===== src/sv/lph_pkg.sv =====
// Shared constants for the linear probing hash table.
// No dependencies; imported by lph_mod and the top level, not by lph_ram.
package lph_pkg;

  localparam int KEY_W        = 31;
  localparam int CFG_W        = 11;
  localparam int KIND_W       = 2;
  localparam int STATUS_W     = 3;
  localparam int VALUE_W      = 10;
  localparam int CAPACITY_DEF = 1024;

  localparam logic [CFG_W-1:0] TABLE_SIZE_RST = 11'd1024;

  localparam logic [KIND_W-1:0] K_INSERT = 2'd0;
  localparam logic [KIND_W-1:0] K_FIND   = 2'd1;
  localparam logic [KIND_W-1:0] K_ERASE  = 2'd2;
  localparam logic [KIND_W-1:0] K_NONE   = 2'd3;

  localparam logic [STATUS_W-1:0] R_INSERTED = 3'd0;
  localparam logic [STATUS_W-1:0] R_PRESENT  = 3'd1;
  localparam logic [STATUS_W-1:0] R_FOUND    = 3'd2;
  localparam logic [STATUS_W-1:0] R_NOTFOUND = 3'd3;
  localparam logic [STATUS_W-1:0] R_ERASED   = 3'd4;
  localparam logic [STATUS_W-1:0] R_FULL     = 3'd5;

endpackage


===== src/sv/lph_mod.sv =====
// Bit-serial remainder unit: key modulo active size, one key bit per cycle.
// Depends on lph_pkg.
module lph_mod #(
  parameter int IW = 10
) (
  input  logic                    clk,
  input  logic                    rst_n,
  input  logic                    start,
  input  logic [lph_pkg::KEY_W-1:0] dividend,
  input  logic [IW:0]             divisor,
  output logic                    done,
  output logic [IW-1:0]           rem
);
  import lph_pkg::*;

  localparam int RW    = IW + 2;
  localparam int CNT_W = $clog2(KEY_W);

  logic             busy_r, busy_nxt;
  logic             done_r, done_nxt;
  logic [CNT_W-1:0] cnt_r, cnt_nxt;
  logic [KEY_W-1:0] dvd_r, dvd_nxt;
  logic [IW:0]      dsr_r, dsr_nxt;
  logic [RW-1:0]    rem_r, rem_nxt;
  logic [RW-1:0]    trial;

  always_comb begin
    busy_nxt = busy_r;
    done_nxt = 1'b0;
    cnt_nxt  = cnt_r;
    dvd_nxt  = dvd_r;
    dsr_nxt  = dsr_r;
    rem_nxt  = rem_r;
    trial    = {rem_r[RW-2:0], dvd_r[KEY_W-1]};
    if (start) begin
      busy_nxt = 1'b1;
      cnt_nxt  = '0;
      dvd_nxt  = dividend;
      dsr_nxt  = divisor;
      rem_nxt  = '0;
    end else if (busy_r) begin
      rem_nxt = (trial >= {1'b0, dsr_r}) ? trial - {1'b0, dsr_r} : trial;
      dvd_nxt = {dvd_r[KEY_W-2:0], 1'b0};
      cnt_nxt = cnt_r + 1'b1;
      if (cnt_r == CNT_W'(KEY_W - 1)) begin
        busy_nxt = 1'b0;
        done_nxt = 1'b1;
      end
    end
  end

  always_ff @(posedge clk) begin
    if (!rst_n) begin
      busy_r <= 1'b0;
      done_r <= 1'b0;
      cnt_r  <= '0;
    end else begin
      busy_r <= busy_nxt;
      done_r <= done_nxt;
      cnt_r  <= cnt_nxt;
    end
    dvd_r <= dvd_nxt;
    dsr_r <= dsr_nxt;
    rem_r <= rem_nxt;
  end

  assign done = done_r;
  assign rem  = rem_r[IW-1:0];

endmodule


===== config.mk =====
export PLATFORM = sky130hd
export DESIGN_NAME = lph_mod
export DESIGN_NICKNAME = d
export VERILOG_FILES = /design/src/sv/lph_pkg.sv /design/src/sv/lph_mod.sv
export SDC_FILE = /design/constraint.sdc
export NUM_CORES = 1
export LEC_CHECK = 0
export BUFFER_PORTS_ARGS = -buffer_cell sky130_fd_sc_hd__clkbuf_2
export CAP_MARGIN = 30
export CORE_MARGIN = 2
export CORE_UTILIZATION = 60
export DETAILED_ROUTE_END_ITERATION = 10
export PLACE_DENSITY = 0.81
export SLEW_MARGIN = 20
export SYNTH_ARGS = -nofsm -noshare
export SYNTH_HDL_FRONTEND = slang
export SYNTH_SLANG_ARGS = --single-unit

===== constraint.sdc =====
create_clock -name clk -period 7.3 [get_ports clk]
set_input_delay 1.095 -clock clk [delete_from_list [all_inputs] [get_ports clk]]
set_output_delay 1.095 -clock clk [all_outputs]
set_load 0.1 [all_outputs]

==> impl_metrics.toml, run 1 <==
[run_status]
status = "completed"

[routing]
drtIter0Drc = 122
avgRoutedWirePerCell_um = 14.8
via_per_inst = 5.48
routed_wl_mm = 5.63
vias = 2083
drtAntennaViolNets = 0
drc = 0
dr.pass1.iters = 4

[placed_design]
io_buffers = 55
dp_slack_ns = 4.22
placed_area_um2 = 3320
dp_cells = 364
hpwl_mm = 4.02
gp_congestion = 0.878

[power]
vdd_ir_drop_max_mv = 0.188
total_power_mw = 0.776
p_per_area_nw_per_um2 = 223
p_leak_nw = 1.47

[synthesis]
yosys.cell_types.count = 47
synth_edf_count = 42
syn_area_per_cell_um2 = 11.8
synth-seq-cells = 60
synthMuxAreaShare_pct = 12.2
synth_top_family_by_area = "multiplexers"
yosys.area_share.simple_pct = 9.25
ys_warn_count = 0
synth_cells = 256
syn_nets = 315
synthFlopType = "edfxtp_1"
ys_seq_area_share_pct = 53.5
synth_area_um2 = 3030
synthXorXnorAreaFrac_pct = 2.31
synthArstFlopShare_pct = 0
synthAdderAreaFrac_pct = 6.03
synth_compound_gate_area_share_pct = 11.0

[floorplan]
chipWidth_um = 75.1
die_area_um2 = 5640
rows = 25
ios = 56
die_y_um = 75.1
initial_core_util_pct = 63.3
core_area_um2 = 4790

[critical_path]
r2r_slack_ns = 4.63
critPathLaunchType = "input pin"
r2r-start = "dvd_r[30]"
crit_path_max_fanout = 49
crit_path_start = "start"
timing.rr.end = "rem_r[6]"
path_class = "in2reg"
required_ns = 7.40
worstPathArrival_ns = 2.86
worstSetupEndpointType = "flip-flop"
endpoint = "dvd_r[6]"
r2r_cells = 9

[clock_network]
cts.path.max_buffers = 2
post_cts_buffers = 0
h-tree-depth = 3
postCtsHoldBufs = 0
cts.sinks = 60
cts_root_buffer = "clkbuf_8"
insertion_delay_ns = 0.34
clk_pin_slew_ns = 0.06
cts_buffers = 9
cts_tree = "built"
cts_resized = 0

[final_layout]
final_common_cell = "clkbuf_2"
area_growth_pct = 15.1
instances_no_fill = 380
fin_util_pct = 72.9
drive_gt1_share_pct = 34.2
final_cell_mix = "clkbuf_2, edfxtp_1, mux2_2"
n_antenna_cell = 0
nets = 367
fin_area_um2 = 3490

[timing]
tightest_slew_ns = 0.651
fin_ws_ns = 4.55
slew_headroom_pct = 56.6
period_minus_slack_ns = 2.75
slew_viol_final = 0
whs_ns = 0.505
rsz0062_at_grt = "no"
tns_ns = 0
fin_skew_ns = 0.00893
setup_viol = 0
post-route-period-util_pct = 37.7
fmax_mhz = 363
hold_viol = 0

[grt]
grt_max_degree = 50
overflow = 0
grt.total_usage_pct = 22.7
grt_pass1_vias = 1990
grt_pass1_wl_mm = 9.23
antenna_found_initial = 0

[hold_path]
hp-class = "reg2reg"

[run]
drv_cap = 0
## routing by layer
layer | routed length, um | GRT usage [%] | share of wire (%) | vias to the layer above
li1 | - | - | - | 1031
met1 | 2510 | 27.8 | 45 | 968
met2 | 2590 | 35.0 | 46 | 66
met3 | 345 | 8.97 | 6.1 | 18
met4 | 187 | 11.7 | 3.3 | 0
met5 | 0 | 0 | 0 | -
## layout make-up
type,count,area [um2]
clock buffers,9,124
clock inverters,7,43.8
fillers,346,1300
inverters,18,67.6
multi-input cells,162,1240
flip-flops and latches,60,1620
well taps,67,83.8
repair buffers,57,310
## state kept, by name (all words and copies together) (netlist names)
signal	cells
busy_r	1
rem_r	11
dvd_r	31
done	1
cnt_r	5
dsr_r	11
## worst max-delay path, cell delays in order
cell and delay (ns):
clkbuf_2 0.08, buf_4 0.29, nor2_1 0.57, inv_1 0.50
buf_16 0.29
## synth_stat cells, types with 2 or more instances
| library cell | count | share of area, % |
|---|---|---|
| nor2b_1 | 3 | 0.62 |
| clkbuf_1 | 2 | 0.25 |
| a22o_1 | 2 | 0.58 |
| nand4_1 | 5 | 1.0 |
| mux2_2 | 31 | 12 |
| edfxtp_1 | 42 | 42 |
| nor2_1 | 18 | 2.2 |
| nand2b_1 | 3 | 0.62 |
| inv_1 | 18 | 2.2 |
| and2_1 | 2 | 0.41 |
| xnor2_1 | 4 | 1.2 |
| xor2_1 | 4 | 1.2 |
| o21ai_0 | 14 | 2.3 |
| nor3_1 | 4 | 0.66 |
| nand2_1 | 14 | 1.7 |
| buf_1 | 3 | 0.37 |
| mux2i_1 | 2 | 0.66 |
| ha_1 | 13 | 5.4 |
| dfxtp_1 | 18 | 12 |
| a21o_1 | 2 | 0.50 |
| buf_4 | 10 | 2.5 |
| a21oi_1 | 13 | 2.1 |
| a211oi_1 | 3 | 0.74 |
| o21a_1 | 3 | 0.74 |
## worst min-delay path by stage
| stage | start | end | slack (ns) | cells after the start |
|---|---|---|---|---|
| 2_1_floorplan | rem_r[10] | rem_r[10] | 0.46 | 2 |
| 3_3_place_gp | rem_r[2] | rem_r[2] | 0.50 | 2 |
| 3_5_place_dp | rem_r[10] | rem_r[10] | 0.50 | 2 |
| 4_1_cts | rem_r[10] | rem_r[10] | 0.51 | 2 |
| 5_1_grt | cnt_r[4] | done | 0.54 | 2 |
| 6_report | rem_r[10] | rem_r[10] | 0.51 | 2 |
## where the power goes
group	switching [mW]	internal (mW)	total [mW]
Clock	0.133	0.121	0.253
Combinational	0.0668	0.0492	0.116
Sequential	0.0110	0.396	0.407
## cells by family (layout without fill, tap and decap cells)
group / Yosys count / after routing
AND/OR/NAND/NOR: 57 / 57
buffers and inverters: 34 / 91
flip-flops: 60 / 60
adder cells (fa/ha/maj): 14 / 14
XOR/XNOR: 8 / 8
AO/OA/AOI/OAI: 50 / 50
multiplexers: 33 / 33
No activity file was read; power rests on OpenSTA's default activity.
==> run 2: changes to the inputs <==
--- a/config.mk
+++ b/config.mk
@@ -5,12 +5,13 @@
 export SDC_FILE = /design/constraint.sdc
 export NUM_CORES = 1
 export LEC_CHECK = 0
+export ABC_AREA = 1
 export BUFFER_PORTS_ARGS = -buffer_cell sky130_fd_sc_hd__clkbuf_2
 export CAP_MARGIN = 30
 export CORE_MARGIN = 2
-export CORE_UTILIZATION = 60
+export CORE_UTILIZATION = 56
 export DETAILED_ROUTE_END_ITERATION = 10
-export PLACE_DENSITY = 0.81
+export PLACE_DENSITY = 0.76
 export SLEW_MARGIN = 20
 export SYNTH_ARGS = -nofsm -noshare
 export SYNTH_HDL_FRONTEND = slang
==> constraint.sdc (replaced) <==
create_clock -name clk -period 2.6 [get_ports clk]
set_input_delay 0.39 -clock clk [delete_from_list [all_inputs] [get_ports clk]]
set_output_delay 0.39 -clock clk [all_outputs]
set_load 0.1 [all_outputs]
==> run 2 against run 1 <==
Clock power rose to 3.9 times the previous value. Count of clock-buffer cells in the layout increased by 5. Via count increased by 27%. First-iteration DRC count is 58% higher. Critical path depth grew 8. Highest routed layer unchanged. Die area is 16% higher. Utilization decreased by 5.0 points. Combinational power grew 140%. Critical endpoint is now rem_r[0]. Largest cell class unchanged. Global-route usage down 1.0 points. Final area grew 9.1%. Sequential cell count unchanged. Clock skew decreased by 0.0018 ns.
==> impl_metrics.toml, run 2 <==
[timing]
hold_viol = 0
fin_skew_ns = 0.00710
slew_headroom_pct = 44.6
tightest_slew_ns = 0.831
rsz0062_at_grt = "no"
slew_viol_final = 0
tns_ns = 0
post-route-period-util_pct = 82.3
fmax_mhz = 467
setup_viol = 0
fin_ws_ns = 0.461
period_minus_slack_ns = 2.14

[synthesis]
syn_area_per_cell_um2 = 8.12
ys_seq_area_share_pct = 49.1
synth_top_area_cell = "edfxtp_1"
yosysMostFrequentCell = "nand2_1"
synth_top_area_share_pct = 38.2
synthFlopType = "edfxtp_1"
synth_area_um2 = 3310
yosys.cell_types.count = 28
synthArstFlopShare_pct = 0
synth_area_leaders = "edfxtp_1, nand2_1, dfxtp_1"
synth_cells = 407
synth_edf_count = 42
synth-seq-cells = 60
synth.cells.most_frequent = "nand2_1, inv_1, edfxtp_1"
syn_nets = 466
ys_warn_count = 0

[floorplan]
die_area_um2 = 6530
ios = 56
core_area_um2 = 5610
die_y_um = 80.8
initial_core_util_pct = 58.9
chipWidth_um = 80.8
rows = 27

[final_layout]
final_cell_mix = "nand2_1, inv_1, clkbuf_2"
n_antenna_cell = 0
top_register = "dvd_r"
fin_util_pct = 67.8
final_common_cell = "nand2_1"
largest_reg_flops = 31
top_regs = "dvd_r (31), dsr_r (11), rem_r (11)"
nets = 511
area_growth_pct = 15.1
drive_gt1_share_pct = 20.1
instances_no_fill = 529

[clock_network]
cts_tree = "built"
post_cts_buffers = 0
cts.sinks = 60
cts.path.max_buffers = 2
insertion_delay_ns = 0.34
postCtsHoldBufs = 0
h-tree-depth = 3
clk_pin_slew_ns = 0.07
cts_buffers = 9
cts_root_buffer = "clkbuf_8"
cts_resized = 0

[run_status]
status = "completed"

[placed_design]
io_buffers = 55
dp_cells = 513
gp_congestion = 0.957
hpwl_mm = 4.78
dp_slack_ns = 0.457

[grt]
grt_max_degree = 42
overflow = 0
grt_pass1_wl_mm = 10.8
antenna_found_initial = 0
grt.total_usage_pct = 21.7
grt_pass1_vias = 2415

[routing]
drtIter0Drc = 193
dr.pass1.iters = 4
via_per_inst = 5.01
routed_wl_mm = 6.45
drc = 0
drtAntennaViolNets = 0
avgRoutedWirePerCell_um = 12.2
vias = 2651

[critical_path]
path_class = "reg2reg"
worstSetupEndpointType = "flip-flop"
critPathLaunchType = "flip-flop"
required_ns = 2.82
worstPathArrival_ns = 2.36
crit_path_max_fanout = 12
r2r_slack_ns = 0.46

[power]
vdd_ir_drop_max_mv = 0.570
total_power_mw = 2.38
combPwrFrac_pct = 11.5
p_sw_share_pct = 24.3
p_sw_mw = 0.579
pwr-share-clk_pct = 41.2
internal-power_mw = 1.81
p_leak_nw = 1.96
seqPwrFrac_pct = 47.3
p_per_area_nw_per_um2 = 627

[hold_path]
hp-class = "in2reg"

[run]
drv_cap = 0
[run 2: final timing paths]
kind | cells after the start | to | from
worst max-delay path | 13 | rem_r[0] | dvd_r[30]
worst min-delay path | 1 | dsr_r[10] | divisor[10]
worst max register to register | 13 | rem_r[0] | dvd_r[30]
worst min register to register | 2 | rem_r[10] | rem_r[10]
[run 2: cells by family (layout without fill, tap and decap cells)]
| kind of cell | Yosys count | count (layout) | share of synthesized area [%] |
|---|---|---|---|
| adder cells (fa/ha/maj) | 14 | 14 | 5.53 |
| AO/OA/AOI/OAI | 15 | 15 | 2.73 |
| buffers and inverters | 83 | 133 | 11.4 |
| AND/OR/NAND/NOR | 232 | 232 | 30.5 |
| XOR/XNOR | 3 | 3 | 0.795 |
| flip-flops | 60 | 60 | 49.1 |
[run 2: layout make-up]
type | count | area [um2]
clock inverters | 2 | 15.0
multi-input cells | 264 | 1310
well taps | 72 | 90.1
fillers | 492 | 1800
repair buffers | 58 | 310
clock buffers | 14 | 238
inverters | 59 | 221
flip-flops and latches | 60 | 1620
[run 2: power by group through the flow]
stage                     Clock (mW)  Sequential [mW]  Combinational, mW
after floorplan                    0             1.14              0.196
after global placement             0             1.15              0.272
after detailed placement           0             1.15              0.273
after CTS                      0.998             1.13              0.275
after global routing            1.03             1.13              0.312
final                          0.983             1.13              0.274
[run 2: metal layers]
metal	vias up	global-route usage, %	routed length [um]
met5	-	0	0
met4	0	7.97	63
met3	8	5.67	350
met2	75	33.6	3020
met1	1195	29.6	3010
li1	1373	-	-
[run 2: through the flow]
| step | area, um2 | hold WS (ns) |
|---|---|---|
| 6_report | 3800 | 0.221 |
| 2_1_floorplan | 3310 | 0.440 |
| 4_1_cts | 3800 | 0.205 |
| 3_5_place_dp | 3550 | 0.487 |
| 3_3_place_gp | 3550 | 0.475 |
| 5_1_grt | 3800 | 0.205 |
[run 2: critical path: stages (launching register included)]
cell	delay, ns
edfxtp_1	0.32
inv_1	0.05
ha_1	0.22
fa_1	0.40
inv_1	0.12
nand2_2	0.06
nand2_2	0.07
nand2_2	0.05
nand2_1	0.07
nand2_2	0.16
nand3_2	0.28
nand2_1	0.09
nand3_1	0.07
o21ai_1	0.06
==> run 3: changes to the inputs <==
--- a/config.mk
+++ b/config.mk
@@ -9,9 +9,9 @@
 export BUFFER_PORTS_ARGS = -buffer_cell sky130_fd_sc_hd__clkbuf_2
 export CAP_MARGIN = 30
 export CORE_MARGIN = 2
-export CORE_UTILIZATION = 56
+export CORE_UTILIZATION = 51
 export DETAILED_ROUTE_END_ITERATION = 10
-export PLACE_DENSITY = 0.76
+export PLACE_DENSITY = 0.72
 export SLEW_MARGIN = 20
 export SYNTH_ARGS = -nofsm -noshare
 export SYNTH_HDL_FRONTEND = slang
==> constraint.sdc (replaced) <==
create_clock -name clk -period 1.9 [get_ports clk]
set_input_delay 0.285 -clock clk [delete_from_list [all_inputs] [get_ports clk]]
set_output_delay 0.285 -clock clk [all_outputs]
set_load 0.1 [all_outputs]
==> run 3 against run 2 <==
The flow now finishes with violations (DRC). Clock skew is 0.0015 ns higher. Combinational power grew 41%. Sequential share of layout area is 0.63 points lower. Global-route usage down 2.6 points. Count of clock-buffer cells in the layout unchanged. Largest cell class unchanged.
==> impl_metrics.toml, run 3 (synthesis results as in run 2) <==
[routing]
drc = 1
via_per_inst = 4.95
vias = 2694
drtAntennaViolNets = 0
routed_wl_mm = 6.54
dr.pass1.iters = 8
avgRoutedWirePerCell_um = 12.0
drtIter0Drc = 126

[timing]
fin_ws_ns = 0.0400
tightest_slew_ns = 0.872
hold_viol = 0
rsz0062_at_grt = "yes"
setup_viol = 0
fmax_mhz = 538
period_minus_slack_ns = 1.86
slew_headroom_pct = 41.8
slew_viol_final = 0
fin_skew_ns = 0.00856
post-route-period-util_pct = 97.9
whs_ns = 0.121

[floorplan]
ios = 56
die_y_um = 84.5
initial_core_util_pct = 52.4
rows = 29
die_area_um2 = 7140
chipWidth_um = 84.5
core_area_um2 = 6310

[final_layout]
drive_gt1_share_pct = 21.8
area_growth_pct = 16.8
top_register = "dvd_r"
top_regs = "dvd_r (31), dsr_r (11), rem_r (11)"
fillCellCount = 603
nets = 521
final_common_cell = "nand2_1"
largest_reg_flops = 31
final_cell_mix = "nand2_1, inv_1, clkbuf_2"
n_antenna_cell = 0

[run_status]
status = "finished with violations"
violations = "DRC"

[clock_network]
insertion_delay_ns = 0.33
cts.path.max_buffers = 2
cts_tree = "built"
cts_root_buffer = "clkbuf_8"
cts.sinks = 60
cts_buffers = 9
postCtsHoldBufs = 0
h-tree-depth = 3
clk_pin_slew_ns = 0.07

[placed_design]
dp_slack_ns = -0.0711
hpwl_mm = 4.65
gp_congestion = 0.885
io_buffers = 55

[grt]
grt_use_met3_pct = 6.00
grt_pass1_wl_mm = 10.9
grt_pass1_vias = 2557
grt_util_met2_pct = 29.8
overflow = 0
grt.total_usage_pct = 19.1
antenna_found_initial = 0
groute.layer.met1.usage_pct = 24.5
gr-max-usage-layer = "met2"
grt_max_degree = 34

[critical_path]
worstSetupEndpointType = "flip-flop"
path_class = "reg2reg"
r2r_cells = 12
crit_path_max_fanout = 11
required_ns = 2.13
worstPathArrival_ns = 2.09
r2r_slack_ns = 0.04
critPathLaunchType = "flip-flop"

[hold_path]
hp-class = "in2reg"
hold_path_depth = 1

[power]
vdd_ir_drop_max_mv = 0.539
p_per_area_nw_per_um2 = 798
p_leak_nw = 2.00
total_power_mw = 3.08

[run]
drv_cap = 0
[run 3: final cells by class]
| cell class | instances | area [um2] | share of cell area, % |
|---|---|---|---|
| flip-flops and latches | 60 | 1620 | 42.0 |
| well taps | 77 | 96.3 | 2.49 |
| multi-input cells | 264 | 1330 | 34.4 |
| inverters | 59 | 221 | 5.73 |
| repair buffers | 68 | 398 | 10.3 |
| clock inverters | 2 | 33.8 | 0.875 |
| clock buffers | 14 | 163 | 4.21 |
[run 3: metrics by stage]
| stage | utilization [%] | std cells | TNS, ns | area (um2) |
|---|---|---|---|---|
| 2_1_floorplan | - | 407 | 0 | 3310 |
| 3_3_place_gp | 57.2 | 527 | 0 | 3610 |
| 3_5_place_dp | 57.2 | 527 | -0.506 | 3610 |
| 4_1_cts | 60.5 | 543 | 0 | 3820 |
| 5_1_grt | 61.2 | 544 | -0.544 | 3860 |
| 6_report | 61.2 | 544 | 0 | 3860 |
[run 3: final timing paths]
path / end / from
setup / recovery: rem_r[3] / dsr_r[0]
hold / removal: dsr_r[1] / divisor[1]
setup reg to reg: rem_r[3] / dsr_r[0]
hold reg to reg: rem_r[10] / rem_r[10]
[run 3: timing repair]
action / CTS / global route
pin swaps: 0 / 3
setup endpoints to repair: 11 / 11
gates resized for setup: 3 / 5
gates cloned: 0 / 1
setup buffers: 0 / 0
[run 3: where the power goes]
| group | internal (mW) | switching, mW | leakage [nW] |
|---|---|---|---|
| logic | 0.145 | 0.242 | 1.33 |
| registers | 1.51 | 0.0316 | 0.572 |
| clock network | 0.675 | 0.476 | 0.0983 |
| total | 2.33 | 0.749 | 2.00 |
[run 3: layer usage]
metal	up-vias	wire length (um)
li1	1399	-
met1	1201	2890
met2	84	3070
met3	10	470
met4	0	101
met5	-	0
[run 3: critical path, cell delays in order, from the launching register on]
cell and delay, ns:
edfxtp_1 0.37, ha_2 0.21, fa_2 0.37, inv_2 0.07, nand2_2 0.05, nand2_2 0.07, nand2_2 0.05, nand2_2 0.07
nand2_4 0.08, nand3_4 0.16, nand2_1 0.09, nand3_1 0.08, o21ai_1 0.06
